$ cat src/sv/cjtm_pkg.sv
`timescale 1ns / 1ps
// ----------------------------------------------------------------------------
// cjtm_pkg: shared types and constants of the cron job table matcher
// Entry layout, operation and result codes, sequencer states, emit bundle.
// ----------------------------------------------------------------------------
package cjtm_pkg;

  localparam int MAX_ENTRIES = 16;
  localparam int IDX_W       = $clog2(MAX_ENTRIES);
  localparam int CNT_W       = $clog2(MAX_ENTRIES + 1);
  localparam int ID_W        = 5;

  typedef enum logic [1:0] {
    MODE_TICK = 2'd0,
    MODE_ADD  = 2'd1,
    MODE_DEL  = 2'd2
  } mode_t;

  typedef enum logic [2:0] {
    KIND_MATCH    = 3'd0,
    KIND_NONE     = 3'd1,
    KIND_ADDED    = 3'd2,
    KIND_FULL     = 3'd3,
    KIND_DELETED  = 3'd4,
    KIND_NOTFOUND = 3'd5
  } kind_t;

  typedef enum logic [1:0] {
    ST_IDLE,
    ST_SCAN,
    ST_SHIFT,
    ST_DONE
  } state_t;

  typedef struct packed {
    logic [ID_W-1:0] id;
    logic [5:0]      minute;
    logic [4:0]      hour;
    logic [4:0]      mday;
    logic [3:0]      month_number;
    logic [2:0]      weekday;
    logic [4:0]      any_mask;
  } entry_t;

  typedef struct packed {
    logic            valid;
    kind_t           kind;
    logic [ID_W-1:0] entry_id;
    logic            last;
  } emit_t;

endpackage

$ cat src/sv/cjtm_if.sv
`timescale 1ns / 1ps
// ----------------------------------------------------------------------------
// cjtm_if: item channels of the cron job table matcher
// Valid/ready channels for input items and result items.
// ----------------------------------------------------------------------------
interface cjtm_in_if;
  logic       valid;
  logic       ready;
  logic [1:0] mode;
  logic [5:0] minute;
  logic [4:0] hour;
  logic [4:0] mday;
  logic [3:0] month_number;
  logic [2:0] weekday;
  logic [4:0] any_mask;
  logic [4:0] target_id;

  modport source (output valid, output mode, output minute, output hour,
                  output mday, output month_number, output weekday,
                  output any_mask, output target_id, input ready);
  modport sink (input valid, input mode, input minute, input hour,
                input mday, input month_number, input weekday,
                input any_mask, input target_id, output ready);
endinterface

interface cjtm_out_if;
  logic       valid;
  logic       ready;
  logic [2:0] kind;
  logic [4:0] entry_id;
  logic       last;

  modport source (output valid, output kind, output entry_id, output last,
                  input ready);
  modport sink (input valid, input kind, input entry_id, input last,
                output ready);
endinterface

$ cat src/sv/cjtm_entry_ram.sv
`timescale 1ns / 1ps
// ----------------------------------------------------------------------------
// cjtm_entry_ram: schedule entry store
// One write port, one read port with registered read data.
// ----------------------------------------------------------------------------
module cjtm_entry_ram (
  input  logic                  clk,
  input  logic                  wr_en,
  input  logic [cjtm_pkg::IDX_W-1:0] wr_addr,
  input  cjtm_pkg::entry_t      wr_data,
  input  logic                  rd_en,
  input  logic [cjtm_pkg::IDX_W-1:0] rd_addr,
  output cjtm_pkg::entry_t      rd_data
);
  import cjtm_pkg::*;

  entry_t mem [MAX_ENTRIES];
  entry_t rd_data_r;

  always_ff @(posedge clk) begin
    if (wr_en) begin
      mem[wr_addr] <= wr_data;
    end
  end

  always_ff @(posedge clk) begin
    if (rd_en) begin
      rd_data_r <= mem[rd_addr];
    end
  end

  assign rd_data = rd_data_r;

endmodule

$ cat src/sv/cjtm_out_reg.sv
`timescale 1ns / 1ps
// ----------------------------------------------------------------------------
// cjtm_out_reg: result output register
// Hold one result item until the sink takes it.
// ----------------------------------------------------------------------------
module cjtm_out_reg (
  input  logic              clk,
  input  logic              rst_n,
  input  cjtm_pkg::emit_t   emit,
  output logic              slot_free,
  cjtm_out_if.source        out_ch
);
  import cjtm_pkg::*;

  logic            valid_r, valid_nxt;
  kind_t           kind_r;
  logic [ID_W-1:0] id_r;
  logic            last_r;

  assign slot_free = !valid_r || out_ch.ready;

  always_comb begin
    valid_nxt = valid_r;
    if (emit.valid) begin
      valid_nxt = 1'b1;
    end else if (out_ch.ready) begin
      valid_nxt = 1'b0;
    end
  end

  always_ff @(posedge clk) begin
    if (!rst_n) begin
      valid_r <= 1'b0;
    end else begin
      valid_r <= valid_nxt;
    end
  end

  always_ff @(posedge clk) begin
    if (emit.valid) begin
      kind_r <= emit.kind;
      id_r   <= emit.entry_id;
      last_r <= emit.last;
    end
  end

  assign out_ch.valid    = valid_r;
  assign out_ch.kind     = kind_r;
  assign out_ch.entry_id = id_r;
  assign out_ch.last     = last_r;

endmodule

$ cat src/sv/cjtm_seq.sv
`timescale 1ns / 1ps
// ----------------------------------------------------------------------------
// cjtm_seq: table sequencer
// Walk the entry store for ticks and deletes, append on add, close gaps.
// ----------------------------------------------------------------------------
module cjtm_seq (
  input  logic                       clk,
  input  logic                       rst_n,
  cjtm_in_if.sink                    in_ch,
  input  logic                       slot_free,
  output cjtm_pkg::emit_t            emit,
  output logic                       wr_en,
  output logic [cjtm_pkg::IDX_W-1:0] wr_addr,
  output cjtm_pkg::entry_t           wr_data,
  output logic                       rd_en,
  output logic [cjtm_pkg::IDX_W-1:0] rd_addr,
  input  cjtm_pkg::entry_t           rd_data
);
  import cjtm_pkg::*;

  state_t           state_r, state_nxt;
  logic [CNT_W-1:0] cnt_r, cnt_nxt;
  logic [IDX_W-1:0] idx_r, idx_nxt;
  logic [MAX_ENTRIES-1:0] used_r, used_nxt;
  logic             op_tick_r, op_tick_nxt;
  logic             pend_valid_r, pend_valid_nxt;
  logic [ID_W-1:0]  pend_id_r, pend_id_nxt;
  kind_t            fin_kind_r, fin_kind_nxt;
  logic [ID_W-1:0]  fin_id_r, fin_id_nxt;

  logic [5:0]       t_min_r;
  logic [4:0]       t_hour_r;
  logic [4:0]       t_day_r;
  logic [3:0]       t_month_r;
  logic [2:0]       t_wday_r;
  logic [ID_W-1:0]  tid_r;

  logic             accept;
  mode_t            in_mode;
  logic [IDX_W-1:0] last_idx;
  logic [IDX_W-1:0] idx_inc;
  logic             at_end;
  logic             shift_end;
  logic             tick_hit;
  logic             del_hit;
  logic             tick_stall;
  logic [IDX_W-1:0] free_idx;
  logic [ID_W-1:0]  free_id;
  logic [ID_W-1:0]  in_tid_m1;
  logic             in_tid_ok;
  logic [ID_W-1:0]  tid_m1;
  logic             tbl_full;

  assign in_ch.ready = (state_r == ST_IDLE);
  assign accept      = in_ch.valid && (state_r == ST_IDLE);
  assign in_mode     = mode_t'(in_ch.mode);

  assign last_idx  = IDX_W'(cnt_r - CNT_W'(1));
  assign idx_inc   = idx_r + IDX_W'(1);
  assign at_end    = (idx_r == last_idx);
  assign shift_end = (idx_inc == last_idx);
  assign tbl_full  = (cnt_r == CNT_W'(MAX_ENTRIES));

  assign tick_hit = (rd_data.any_mask[0] || rd_data.minute       == t_min_r)   &&
                    (rd_data.any_mask[1] || rd_data.hour         == t_hour_r)  &&
                    (rd_data.any_mask[2] || rd_data.mday         == t_day_r)   &&
                    (rd_data.any_mask[3] || rd_data.month_number == t_month_r) &&
                    (rd_data.any_mask[4] || rd_data.weekday      == t_wday_r);
  assign del_hit    = (rd_data.id == tid_r);
  assign tick_stall = op_tick_r && tick_hit && pend_valid_r && !slot_free;

  assign in_tid_m1 = in_ch.target_id - ID_W'(1);
  assign in_tid_ok = (in_ch.target_id != '0) &&
                     (in_ch.target_id <= ID_W'(MAX_ENTRIES)) &&
                     used_r[in_tid_m1[IDX_W-1:0]];
  assign tid_m1    = tid_r - ID_W'(1);

  always_comb begin
    free_idx = '0;
    for (int k = MAX_ENTRIES - 1; k >= 0; k--) begin
      if (!used_r[k]) begin
        free_idx = IDX_W'(k);
      end
    end
  end
  assign free_id = ID_W'(free_idx) + ID_W'(1);

  always_comb begin
    state_nxt = state_r;
    unique case (state_r)
      ST_IDLE: begin
        if (accept) begin
          case (in_mode)
            MODE_TICK: state_nxt = (cnt_r == '0) ? ST_DONE : ST_SCAN;
            MODE_ADD:  state_nxt = ST_DONE;
            MODE_DEL:  state_nxt = in_tid_ok ? ST_SCAN : ST_DONE;
            default:   state_nxt = ST_IDLE;
          endcase
        end
      end
      ST_SCAN: begin
        if (op_tick_r) begin
          if (!tick_stall && at_end) begin
            state_nxt = ST_DONE;
          end
        end else if (del_hit) begin
          state_nxt = at_end ? ST_DONE : ST_SHIFT;
        end else if (at_end) begin
          state_nxt = ST_DONE;
        end
      end
      ST_SHIFT: begin
        if (shift_end) begin
          state_nxt = ST_DONE;
        end
      end
      ST_DONE: begin
        if (slot_free) begin
          state_nxt = ST_IDLE;
        end
      end
      default: state_nxt = ST_IDLE;
    endcase
  end

  always_comb begin
    cnt_nxt        = cnt_r;
    idx_nxt        = idx_r;
    used_nxt       = used_r;
    op_tick_nxt    = op_tick_r;
    pend_valid_nxt = pend_valid_r;
    pend_id_nxt    = pend_id_r;
    fin_kind_nxt   = fin_kind_r;
    fin_id_nxt     = fin_id_r;
    rd_en          = 1'b0;
    rd_addr        = idx_inc;
    wr_en          = 1'b0;
    wr_addr        = idx_r;
    wr_data        = rd_data;
    emit           = '0;
    emit.kind      = KIND_MATCH;

    unique case (state_r)
      ST_IDLE: begin
        if (accept) begin
          idx_nxt        = '0;
          pend_valid_nxt = 1'b0;
          op_tick_nxt    = (in_mode == MODE_TICK);
          rd_en          = 1'b1;
          rd_addr        = '0;
          case (in_mode)
            MODE_TICK: begin
              fin_kind_nxt = KIND_NONE;
              fin_id_nxt   = '0;
            end
            MODE_ADD: begin
              if (tbl_full) begin
                fin_kind_nxt = KIND_FULL;
                fin_id_nxt   = '0;
              end else begin
                wr_en                = 1'b1;
                wr_addr              = cnt_r[IDX_W-1:0];
                wr_data.id           = free_id;
                wr_data.minute       = in_ch.minute;
                wr_data.hour         = in_ch.hour;
                wr_data.mday         = in_ch.mday;
                wr_data.month_number = in_ch.month_number;
                wr_data.weekday      = in_ch.weekday;
                wr_data.any_mask     = in_ch.any_mask;
                cnt_nxt              = cnt_r + CNT_W'(1);
                used_nxt[free_idx]   = 1'b1;
                fin_kind_nxt         = KIND_ADDED;
                fin_id_nxt           = free_id;
              end
            end
            MODE_DEL: begin
              fin_kind_nxt = KIND_NOTFOUND;
              fin_id_nxt   = '0;
            end
            default: rd_en = 1'b0;
          endcase
        end
      end
      ST_SCAN: begin
        if (op_tick_r) begin
          if (!tick_stall) begin
            if (tick_hit) begin
              if (pend_valid_r) begin
                emit.valid    = 1'b1;
                emit.kind     = KIND_MATCH;
                emit.entry_id = pend_id_r;
                emit.last     = 1'b0;
              end
              pend_valid_nxt = 1'b1;
              pend_id_nxt    = rd_data.id;
            end
            if (at_end) begin
              if (tick_hit || pend_valid_r) begin
                fin_kind_nxt = KIND_MATCH;
                fin_id_nxt   = tick_hit ? rd_data.id : pend_id_r;
              end else begin
                fin_kind_nxt = KIND_NONE;
                fin_id_nxt   = '0;
              end
            end else begin
              rd_en   = 1'b1;
              idx_nxt = idx_inc;
            end
          end
        end else if (del_hit) begin
          if (at_end) begin
            cnt_nxt                     = cnt_r - CNT_W'(1);
            used_nxt[tid_m1[IDX_W-1:0]] = 1'b0;
            fin_kind_nxt                = KIND_DELETED;
            fin_id_nxt                  = tid_r;
          end else begin
            rd_en = 1'b1;
          end
        end else if (!at_end) begin
          rd_en   = 1'b1;
          idx_nxt = idx_inc;
        end
      end
      ST_SHIFT: begin
        wr_en   = 1'b1;
        idx_nxt = idx_inc;
        if (shift_end) begin
          cnt_nxt                     = cnt_r - CNT_W'(1);
          used_nxt[tid_m1[IDX_W-1:0]] = 1'b0;
          fin_kind_nxt                = KIND_DELETED;
          fin_id_nxt                  = tid_r;
        end else begin
          rd_en   = 1'b1;
          rd_addr = idx_r + IDX_W'(2);
        end
      end
      ST_DONE: begin
        if (slot_free) begin
          emit.valid    = 1'b1;
          emit.kind     = fin_kind_r;
          emit.entry_id = fin_id_r;
          emit.last     = 1'b1;
        end
      end
      default: begin
        emit.valid = 1'b0;
      end
    endcase
  end

  always_ff @(posedge clk) begin
    if (!rst_n) begin
      state_r      <= ST_IDLE;
      cnt_r        <= '0;
      used_r       <= '0;
      pend_valid_r <= 1'b0;
    end else begin
      state_r      <= state_nxt;
      cnt_r        <= cnt_nxt;
      used_r       <= used_nxt;
      pend_valid_r <= pend_valid_nxt;
    end
  end

  always_ff @(posedge clk) begin
    idx_r      <= idx_nxt;
    op_tick_r  <= op_tick_nxt;
    pend_id_r  <= pend_id_nxt;
    fin_kind_r <= fin_kind_nxt;
    fin_id_r   <= fin_id_nxt;
    if (accept) begin
      t_min_r   <= in_ch.minute;
      t_hour_r  <= in_ch.hour;
      t_day_r   <= in_ch.mday;
      t_month_r <= in_ch.month_number;
      t_wday_r  <= in_ch.weekday;
      tid_r     <= in_ch.target_id;
    end
  end

  a_cnt_bound: assert property (@(posedge clk) disable iff (!rst_n)
    cnt_r <= CNT_W'(MAX_ENTRIES))
    else $error("entry count above table depth");

  a_used_pop: assert property (@(posedge clk) disable iff (!rst_n)
    $countones(used_r) == int'(cnt_r))
    else $error("id map out of step with entry count");

  a_walk_range: assert property (@(posedge clk) disable iff (!rst_n)
    (state_r == ST_SCAN || state_r == ST_SHIFT) |-> (cnt_r != '0 && idx_r <= last_idx))
    else $error("table walk beyond stored entries");

  a_emit_slot: assert property (@(posedge clk) disable iff (!rst_n)
    emit.valid |-> slot_free)
    else $error("result item pushed into a busy output register");

  a_shift_write: assert property (@(posedge clk) disable iff (!rst_n)
    (wr_en && state_r == ST_SHIFT) |-> (rd_addr != wr_addr || !rd_en))
    else $error("gap close reads the entry it writes");

endmodule

$ cat src/sv/cron_job_table_matcher.sv
`timescale 1ns / 1ps
// Adds, full-table adds and deletes of absent ids go straight to the result; a tick or a
// found delete walks the table and closes the gap one entry per cycle on the store's
// single read port, unless a tick's match has to wait for the output register.
// Throughput: one item at a time, the next taken once the last result of the one before
// has entered the output register. Reset (synchronous, active low) empties the table
// and frees all ids; the entry store is not cleared.
// ----------------------------------------------------------------------------
// cron_job_table_matcher: cron schedule entry table with time matching
// Add, delete and tick items against an insertion-ordered entry table.
// ----------------------------------------------------------------------------
module cron_job_table_matcher (
  input  logic        clk,
  input  logic        rst_n,
  cjtm_in_if.sink     in_ch,
  cjtm_out_if.source  out_ch
);
  import cjtm_pkg::*;

  emit_t            emit;
  logic             slot_free;
  logic             wr_en;
  logic [IDX_W-1:0] wr_addr;
  entry_t           wr_data;
  logic             rd_en;
  logic [IDX_W-1:0] rd_addr;
  entry_t           rd_data;

  cjtm_seq u_seq (
    .clk       (clk),
    .rst_n     (rst_n),
    .in_ch     (in_ch),
    .slot_free (slot_free),
    .emit      (emit),
    .wr_en     (wr_en),
    .wr_addr   (wr_addr),
    .wr_data   (wr_data),
    .rd_en     (rd_en),
    .rd_addr   (rd_addr),
    .rd_data   (rd_data)
  );

  cjtm_entry_ram u_ram (
    .clk     (clk),
    .wr_en   (wr_en),
    .wr_addr (wr_addr),
    .wr_data (wr_data),
    .rd_en   (rd_en),
    .rd_addr (rd_addr),
    .rd_data (rd_data)
  );

  cjtm_out_reg u_out (
    .clk       (clk),
    .rst_n     (rst_n),
    .emit      (emit),
    .slot_free (slot_free),
    .out_ch    (out_ch)
  );

endmodule

$ cat src/flat_wrapper.sv
// flat-port wrapper written by rule: the top's interface ports become plain ports
module cron_job_table_matcher_flat import cjtm_pkg::*;
  (clk, rst_n, in_ch_valid, in_ch_mode, in_ch_minute, in_ch_hour, in_ch_mday, in_ch_month_number, in_ch_weekday, in_ch_any_mask, in_ch_target_id, in_ch_ready, out_ch_valid, out_ch_kind, out_ch_entry_id, out_ch_last, out_ch_ready);
  cjtm_in_if in_ch_i ();
  cjtm_out_if out_ch_i ();
  input  logic clk;
  input  logic rst_n;
  input wire logic [$bits(in_ch_i.valid)-1:0] in_ch_valid;
  input wire logic [$bits(in_ch_i.mode)-1:0] in_ch_mode;
  input wire logic [$bits(in_ch_i.minute)-1:0] in_ch_minute;
  input wire logic [$bits(in_ch_i.hour)-1:0] in_ch_hour;
  input wire logic [$bits(in_ch_i.mday)-1:0] in_ch_mday;
  input wire logic [$bits(in_ch_i.month_number)-1:0] in_ch_month_number;
  input wire logic [$bits(in_ch_i.weekday)-1:0] in_ch_weekday;
  input wire logic [$bits(in_ch_i.any_mask)-1:0] in_ch_any_mask;
  input wire logic [$bits(in_ch_i.target_id)-1:0] in_ch_target_id;
  output wire logic [$bits(in_ch_i.ready)-1:0] in_ch_ready;
  output wire logic [$bits(out_ch_i.valid)-1:0] out_ch_valid;
  output wire logic [$bits(out_ch_i.kind)-1:0] out_ch_kind;
  output wire logic [$bits(out_ch_i.entry_id)-1:0] out_ch_entry_id;
  output wire logic [$bits(out_ch_i.last)-1:0] out_ch_last;
  input wire logic [$bits(out_ch_i.ready)-1:0] out_ch_ready;
  assign in_ch_i.valid = in_ch_valid;
  assign in_ch_i.mode = in_ch_mode;
  assign in_ch_i.minute = in_ch_minute;
  assign in_ch_i.hour = in_ch_hour;
  assign in_ch_i.mday = in_ch_mday;
  assign in_ch_i.month_number = in_ch_month_number;
  assign in_ch_i.weekday = in_ch_weekday;
  assign in_ch_i.any_mask = in_ch_any_mask;
  assign in_ch_i.target_id = in_ch_target_id;
  assign in_ch_ready = in_ch_i.ready;
  assign out_ch_valid = out_ch_i.valid;
  assign out_ch_kind = out_ch_i.kind;
  assign out_ch_entry_id = out_ch_i.entry_id;
  assign out_ch_last = out_ch_i.last;
  assign out_ch_i.ready = out_ch_ready;
  cron_job_table_matcher u_core (.clk(clk), .rst_n(rst_n), .in_ch(in_ch_i), .out_ch(out_ch_i));
endmodule
$ cat config.mk
export PLATFORM = sky130hd
export DESIGN_NAME = cron_job_table_matcher_flat
export DESIGN_NICKNAME = d
export VERILOG_FILES = /design/src/sv/cjtm_pkg.sv /design/src/sv/cjtm_if.sv /design/src/sv/cjtm_entry_ram.sv /design/src/sv/cjtm_out_reg.sv /design/src/sv/cjtm_seq.sv /design/src/sv/cron_job_table_matcher.sv /design/src/flat_wrapper.sv
export SDC_FILE = /design/constraint.sdc
export NUM_CORES = 1
export LEC_CHECK = 0
export BUFFER_PORTS_ARGS = -buffer_cell sky130_fd_sc_hd__buf_2
export CAP_MARGIN = 20
export CORE_MARGIN = 4
export CORE_UTILIZATION = 55
export DETAILED_ROUTE_END_ITERATION = 10
export GPL_ROUTABILITY_DRIVEN = 0
export PLACE_DENSITY = 0.78
export SLEW_MARGIN = 10
export SYNTH_ARGS = -nofsm -noshare
export SYNTH_HDL_FRONTEND = slang
export SYNTH_SLANG_ARGS = --single-unit
$ cat constraint.sdc
create_clock -name clk -period 11.8 [get_ports clk]
set_input_delay 1.18 -clock clk [delete_from_list [all_inputs] [get_ports clk]]
set_output_delay 1.18 -clock clk [all_outputs]
set_load 0.01 [all_outputs]
* Word-level counts from Yosys, hierarchy flattened
Memory sizes are Yosys's and may differ from the RTL's. A register that Yosys moved wholly into a read port is not among the register bits. Cells that the tools add are included. Widths: inputs -> output; s select.
Operators by class: add/subtract/negate cells 7, multipliers 0, div/mod/pow operators 0, order comparisons 6, equality and inequality tests 32, shift-type cells 0, mux-type cells 116, bitwise logic cells 4, reduce and logical (&&, ||, !) cells 40
Operator list (number):
- $mux 33 | 4
- $mux 16 | 7
- $mux 4 | 27
- $mux 5 | 17
- $mux 10 | 5
- $pmux 16 s3 | 1
- $pmux 5 s3 | 2
- $mux 1 | 23
- $mux 3 | 7
- $pmux 10 s2 | 1
- $mux 2 | 9
- $ne 2x2->1 const B | 9
- $pmux 3 s3 | 2
- $and 16x16->16 | 1
- $not 16->16 | 1
- $or 16x16->16 | 1
- $eq 5x5->1 | 3
- $lt 4x5->1 const B | 3
- $reduce_and 7->1 | 2
- $logic_and 1x1->1 | 13
- $eq 4x4->1 | 3
- $ne 3x3->1 const B | 4
- $pmux 4 s3 | 1
- $pmux 5 s2 | 1
- 39 further kinds | 58
Storage, ports and cells: register bits after elaboration 80, latch bits 0, bits in writable memories 528, bits in read-only memories 0, bits of input ports 39, output and inout bits 11, word-level logic and storage cells 225, memories 1
Memories:
- u_core.u_ram.mem | depth 16, width 33, read ports 1, clocked after Yosys merged registers in 1, wr ports 1, line cjtm_entry_ram.sv:17 | entry_t mem [MAX_ENTRIES];

* Logic depth before layout (Yosys ltp)
depth in word-level cells 25, mapped depth 14, mapped depth without buffers 13

* By module
A second synthesis with hierarchy kept.
Second synthesis, totals: cell total of the unflattened synthesis 1428, area total of the unflattened synthesis 26048.7 µm²
Modules (own cells, without submodules):
- cjtm_entry_ram | instances 1, cells each 864, area each 20960.1 µm², sequential area each 16846.2 µm²
- cjtm_seq | instances 1, cells each 551, area each 4769.6 µm², sequential area each 1861.8 µm²
- cjtm_out_reg | instances 1, cells each 13, area each 319.1 µm², sequential area each 290.3 µm²

* Worst setup path after synthesis
Ideal clock, no wire load.
kind input to register, start in in_ch_valid, end mem u_core.u_ram.mem[0][0] (netlist name), enable pin, library setup time 423 ps, arrival time 4187 ps, data required time 11377 ps, setup slack 7190 ps, stages on the path 7, path buffers 1, cells stage by stage nand2_1 -> inv_1 -> nand3_1 -> clkbuf_1 -> o21ai_0 -> o21ai_0 -> nor2_1
Between the ends: longest elaborated chain between the ends 5, elaborated cells between the ends (all ways) 7, those cells by class mux (6); reduce/logical (1)
RTL lines:
- start: declaration | line flat_wrapper.sv:8 | input wire logic [$bits(in_ch_i.valid)-1:0] in_ch_valid;
- $logic_and 1x1->1 * | line cjtm_seq.sv:55 | assign accept = in_ch.valid && (state_r == ST_IDLE);
- net u_core.u_seq.accept | line cjtm_seq.sv:38 | logic accept;
- $mux 1 | line cjtm_seq.sv:145 | if (accept) begin
- $pmux 1 s2 | line cjtm_seq.sv:143 | unique case (state_r)
- $mux 1 | line cjtm_entry_ram.sv:21 | if (wr_en) begin
- $mux 1 (not written as such) | line cjtm_entry_ram.sv:22 | mem[wr_addr] <= wr_data;
- end: declaration | line cjtm_entry_ram.sv:17
Mark *: on every way through the listed nets, which the timed path passes. The rest lies on a longest branch.

* Final worst setup path
start reg u_core.u_seq.cnt_r[0], end reg, netlist name u_core.u_ram.rd_data[22]
Between the ends: longest elaborated chain between the ends 6, elaborated cells between the ends (all ways) 10, those cells by class add/sub (1); eq/ne (2); mux (7)
RTL lines:
- start: declaration | line cjtm_seq.sv:22 | logic [CNT_W-1:0] cnt_r, cnt_nxt;
- start signal: assignment | line cjtm_seq.sv:259 | cnt_r <= cnt_nxt;
- $sub 5x1->5 *
- $eq 4x4->1 | line cjtm_seq.sv:60 | assign at_end = (idx_r == last_idx);
- $mux 1 | line cjtm_seq.sv:197, cjtm_seq.sv:211, cjtm_seq.sv:219
- $mux 1 | line cjtm_seq.sv:186 | if (!tick_stall) begin
- $mux 1 | line cjtm_seq.sv:185 | if (op_tick_r) begin
- $pmux 1 s3 | line cjtm_seq.sv:143
Mark *: on every way between the ends. The rest lies on a longest branch, timed or not. A chain may end at the register's enable or synchronous reset.

==> reports/qor.log <==
[outcome] outcome complete, no violations
[clock_tree] count of H-tree levels built during CTS 2
[clock_tree] number of setup buffers added after CTS 0
[route] count of antenna-violating nets left after detailed routing 0
[pwr] static power due to leakage 9.61 nW
[placed_design] count of port buffers added during placement 49
[pwr] power per cell area 283 mW/mm2
[hold_path] hold path startpoint u_core.u_seq.state_r[1]$_SDFFE_PN0P_
[yosys] number of nets in the synthesized netlist 1954
[route] number of DRC violations after detailed-routing iteration 0 2212
[route] average wire per cell in the routed design 24.5 um
[placed_design] placed wire-length estimate after detailed placement 32200 um
[yosys] asr flop ratio synth 0
[clock_tree] Max Root-Sink Buffers 3
[timing] worst clock skew 20.7 ps
[setup_path] kind of launch point of the worst setup path flip-flop
[clock_tree] TritonCTS sink count 641
[pwr] post-layout total power 8.34 mW
[cells_and_area] Design Area, Final 0.0294 mm2
[setup_path] maximum single-stage delay on the critical path 880 ps
[floorplan] die area 0.0519 mm2
[global_routing] vias in the first global route 16.4k
[route] first-pass iteration count of the detailed router 6
[clock_tree] Post-CTS Hold Fix Bufs 0
[cells_and_area] register cell area after layout 0.0190 mm2
[cells_and_area] number of standard cells in the layout, taps in and fillers out 2584
[flow_run] max cap viols 0
[global_routing] maximum number of pins on one net before global-route repair 113
[route] total routed wirelength 63200 um
[timing] count of endpoints failing setup in the final report 0
[timing] fin worst setup slack 6420 ps
[setup_path] data required time of the worst path 12290 ps
[hold_path] worst min-delay path class reg -> reg
[yosys] post-synthesis sequential area ratio 0.715
[yosys] count of warnings emitted by yosys 0
[setup_path] type of element capturing the critical path flip-flop
[timing] unrepaired setup endpoints after global routing false
[cells_and_area] layout cell share with drive strength beyond 1 0.130
[route] Post-route DRC 0
[timing] pins over their slew limit 0
[yosys] synthesized flop and latch total 641
[yosys] synthesized area 0.0266 mm2
[yosys] number of synthesized flops with an enable pin 616
[yosys] cell count after synthesis 1896
[global_routing] antenna violations before repair 1
[placed_design] Setup Slack @ Placement 6260 ps
[cells_and_area] synthesis-to-finish area growth 10.8%
[clock_tree] Clock transition at path regs 60 ps
[yosys] distinct cell type count of the synthesized netlist 75
[global_routing] wire length of the first global-routing pass 95300 um
[setup_path] crit-path cells inv_1 -> ha_1 -> xor2_2 -> xnor2_1 -> o41ai_1 -> and3_4 -> buf_4 -> buf_4 -> buf_16 -> a21oi_1 -> a22oi_1 -> a22oi_1 -> nand3_1
[pwr] worst IR drop on VDD 0.170 mV
[timing] number of failing hold endpoints at the final stage 0
[setup_path] count of cells along the worst register-to-register path 13
[placed_design] total placed instance area 0.0275 mm2
[clock_tree] worst skew pair latency 640 ps
[clock_tree] CTS tree done
[setup_path] largest fanout on the critical path 100
[clock_tree] buffer type at the clock tree root sky130_fd_sc_hd__clkbuf_16
[timing] worst hold slack 517 ps
[setup_path] start of the worst register-to-register path u_core.u_seq.cnt_r[0]$_SDFFE_PN0P_
[timing] fin crit share 0.456
[setup_path] arrival time reported for the critical path endpoint 5870 ps
[timing] maximum frequency from static timing analysis 186 MHz
[cells_and_area] nets@finish 1981
[floorplan] top-level I/O count 50
[floorplan] row cnt 80
[setup_path] Slowest-stage cell, CP sky130_fd_sc_hd__buf_4
[setup_path] Critical path origin u_core.u_seq.cnt_r[0]$_SDFFE_PN0P_
[placed_design] placed cell count 2472
[floorplan] initial core utilization 0.557
[timing] Setup TNS 0 ps
[cells_and_area] area taken by multi-input logic gates 0.00711 mm2
[global_routing] sum of overflow across all layers after global routing 0
[cells_and_area] number of fill cells 3376
[setup_path] worst setup path class reg -> reg
[timing] slew of the pin with the lowest slew margin 1110 ps
[hold_path] cell count of the worst hold path 2
[floorplan] overall die height 228 um
[floorplan] horizontal die dimension 228 um
[route] via density per instance 6.55
[clock_tree] post-CTS resize count 0
[timing] Worst slew margin 0.260
[clock_tree] clock buffer count from CTS 61
[global_routing] Overall Global Routing Usage 0.235
[yosys] synthesized area per cell 14.0 um2
[timing] Min Clock Period, post-route 5380 ps
[yosys] Most used DFF post-synth sky130_fd_sc_hd__edfxtp_1
[cells_and_area] final standard cell utilization of the core 0.617
[floorplan] area of the core 0.0477 mm2
[route] total number of vias 16.9k
[where the power goes]
part	internal [mW]	total, mW	switching (mW)	leakage, nW
Combinational	1.01	3.21	2.20	2.88
Clock	1.05	1.87	0.823	0.916
Sequential	3.12	3.26	0.138	5.81
[layout make-up]
class	instances	share of cell area
inverter	27	0.00344
clock buffer	73	0.0541
sequential	641	0.645
multi-input combinational	1106	0.241
clock inverter	35	0.0103
timing repair buffer	86	0.0195
tap	615	0.0261
antenna	1	0.0000850
[logic make-up (layout without fill, tap and decap cells)]
group           Yosys count  after routing  share of synthesized area
flops                   641            641                      0.715
compound gates          522            522                      0.130
simple gates            443            443                     0.0734
buf+inv                 149            221                     0.0247
mux                      77             77                     0.0326
xor+xnor                 45             45                     0.0154
fa+ha+maj                19             19                    0.00894
other cells               0              1                          0
[sequential cells by signal, summed over array words and instances, names as in the netlist, 6 cells and up]
| signal | flops |
|---|---|
| u_core.u_seq.t_min_r | 6 |
| u_core.u_ram.mem | 528 |
| u_core.u_ram.rd_data | 33 |
| u_core.u_seq.used_r | 16 |
[cells in the mapped netlist, types with 12 or more instances]
master | number | area [um2]
sky130_fd_sc_hd__edfxtp_1 | 616 | 18500
sky130_fd_sc_hd__nand2_1 | 274 | 1030
sky130_fd_sc_hd__a21oi_1 | 246 | 1230
sky130_fd_sc_hd__a22oi_1 | 99 | 743
sky130_fd_sc_hd__a221o_1 | 66 | 661
sky130_fd_sc_hd__clkbuf_1 | 64 | 240
sky130_fd_sc_hd__nand3_1 | 44 | 220
sky130_fd_sc_hd__buf_2 | 42 | 210
sky130_fd_sc_hd__nor2_1 | 42 | 158
sky130_fd_sc_hd__mux2i_1 | 37 | 370
sky130_fd_sc_hd__mux2_2 | 36 | 405
sky130_fd_sc_hd__inv_1 | 26 | 97.6
sky130_fd_sc_hd__dfxtp_1 | 25 | 500
sky130_fd_sc_hd__xor2_1 | 23 | 201
sky130_fd_sc_hd__o21ai_0 | 20 | 100
sky130_fd_sc_hd__xnor2_1 | 20 | 175
sky130_fd_sc_hd__ha_1 | 19 | 238
sky130_fd_sc_hd__nor3_1 | 13 | 65.1
sky130_fd_sc_hd__o21ai_1 | 12 | 60.1
[placed cells by master, fill, tap and decap left out, types with 11 or more instances in the layout]
| master | count |
|---|---|
| sky130_fd_sc_hd__mux2i_1 | 37 |
| sky130_fd_sc_hd__a31oi_1 | 11 |
| sky130_fd_sc_hd__ha_1 | 19 |
| sky130_fd_sc_hd__clkbuf_1 | 11 |
| sky130_fd_sc_hd__a21oi_1 | 246 |
| sky130_fd_sc_hd__nor3_1 | 13 |
| sky130_fd_sc_hd__xnor2_1 | 20 |
| sky130_fd_sc_hd__dfxtp_1 | 25 |
| sky130_fd_sc_hd__buf_4 | 34 |
| sky130_fd_sc_hd__xor2_1 | 23 |
| sky130_fd_sc_hd__a22oi_1 | 99 |
| sky130_fd_sc_hd__mux2_2 | 36 |
| sky130_fd_sc_hd__nand2_1 | 273 |
| sky130_fd_sc_hd__o21ai_1 | 12 |
| sky130_fd_sc_hd__o311ai_1 | 11 |
| sky130_fd_sc_hd__clkinv_1 | 14 |
| sky130_fd_sc_hd__nor2_4 | 18 |
| sky130_fd_sc_hd__clkbuf_16 | 62 |
| sky130_fd_sc_hd__buf_2 | 49 |
| sky130_fd_sc_hd__edfxtp_1 | 616 |
| sky130_fd_sc_hd__nor2_1 | 24 |
| sky130_fd_sc_hd__nand3_1 | 42 |
| sky130_fd_sc_hd__o21ai_0 | 20 |
| sky130_fd_sc_hd__inv_1 | 25 |
| sky130_fd_sc_hd__a221o_1 | 66 |
[metal layers]
metal / part of all wire / global-route usage / vias up
met5: 0 / 0 / -
met4: 0.036 / 0.0944 / 0
met3: 0.10 / 0.0387 / 176
met2: 0.47 / 0.376 / 1001
met1: 0.39 / 0.327 / 8384
li1: - / - / 7363
[path summary, 6_finish.rpt]
| path | to | slack (ps) |
|---|---|---|
| worst max-delay path | u_core.u_ram.rd_data[22]$_DFFE_PP_ | 6420 |
| worst max register to register | u_core.u_ram.rd_data[22]$_DFFE_PP_ | 6420 |
| worst min-delay path | u_core.u_seq.state_r[1]$_SDFFE_PN0P_ | 520 |
| worst min register to register | u_core.u_seq.state_r[1]$_SDFFE_PN0P_ | 520 |
[critical path, delay by kind of cell, from the launching register on]
kind / cells / cell delay (ps)
XOR/XNOR: 2 / 460
adder cells (fa/ha/maj): 1 / 330
AND/OR/NAND/NOR: 2 / 630
AO/OA/AOI/OAI: 4 / 1230
flip-flops: 1 / 570
buffers and inverters: 4 / 1910
Power figures use the tool's default switching activity.
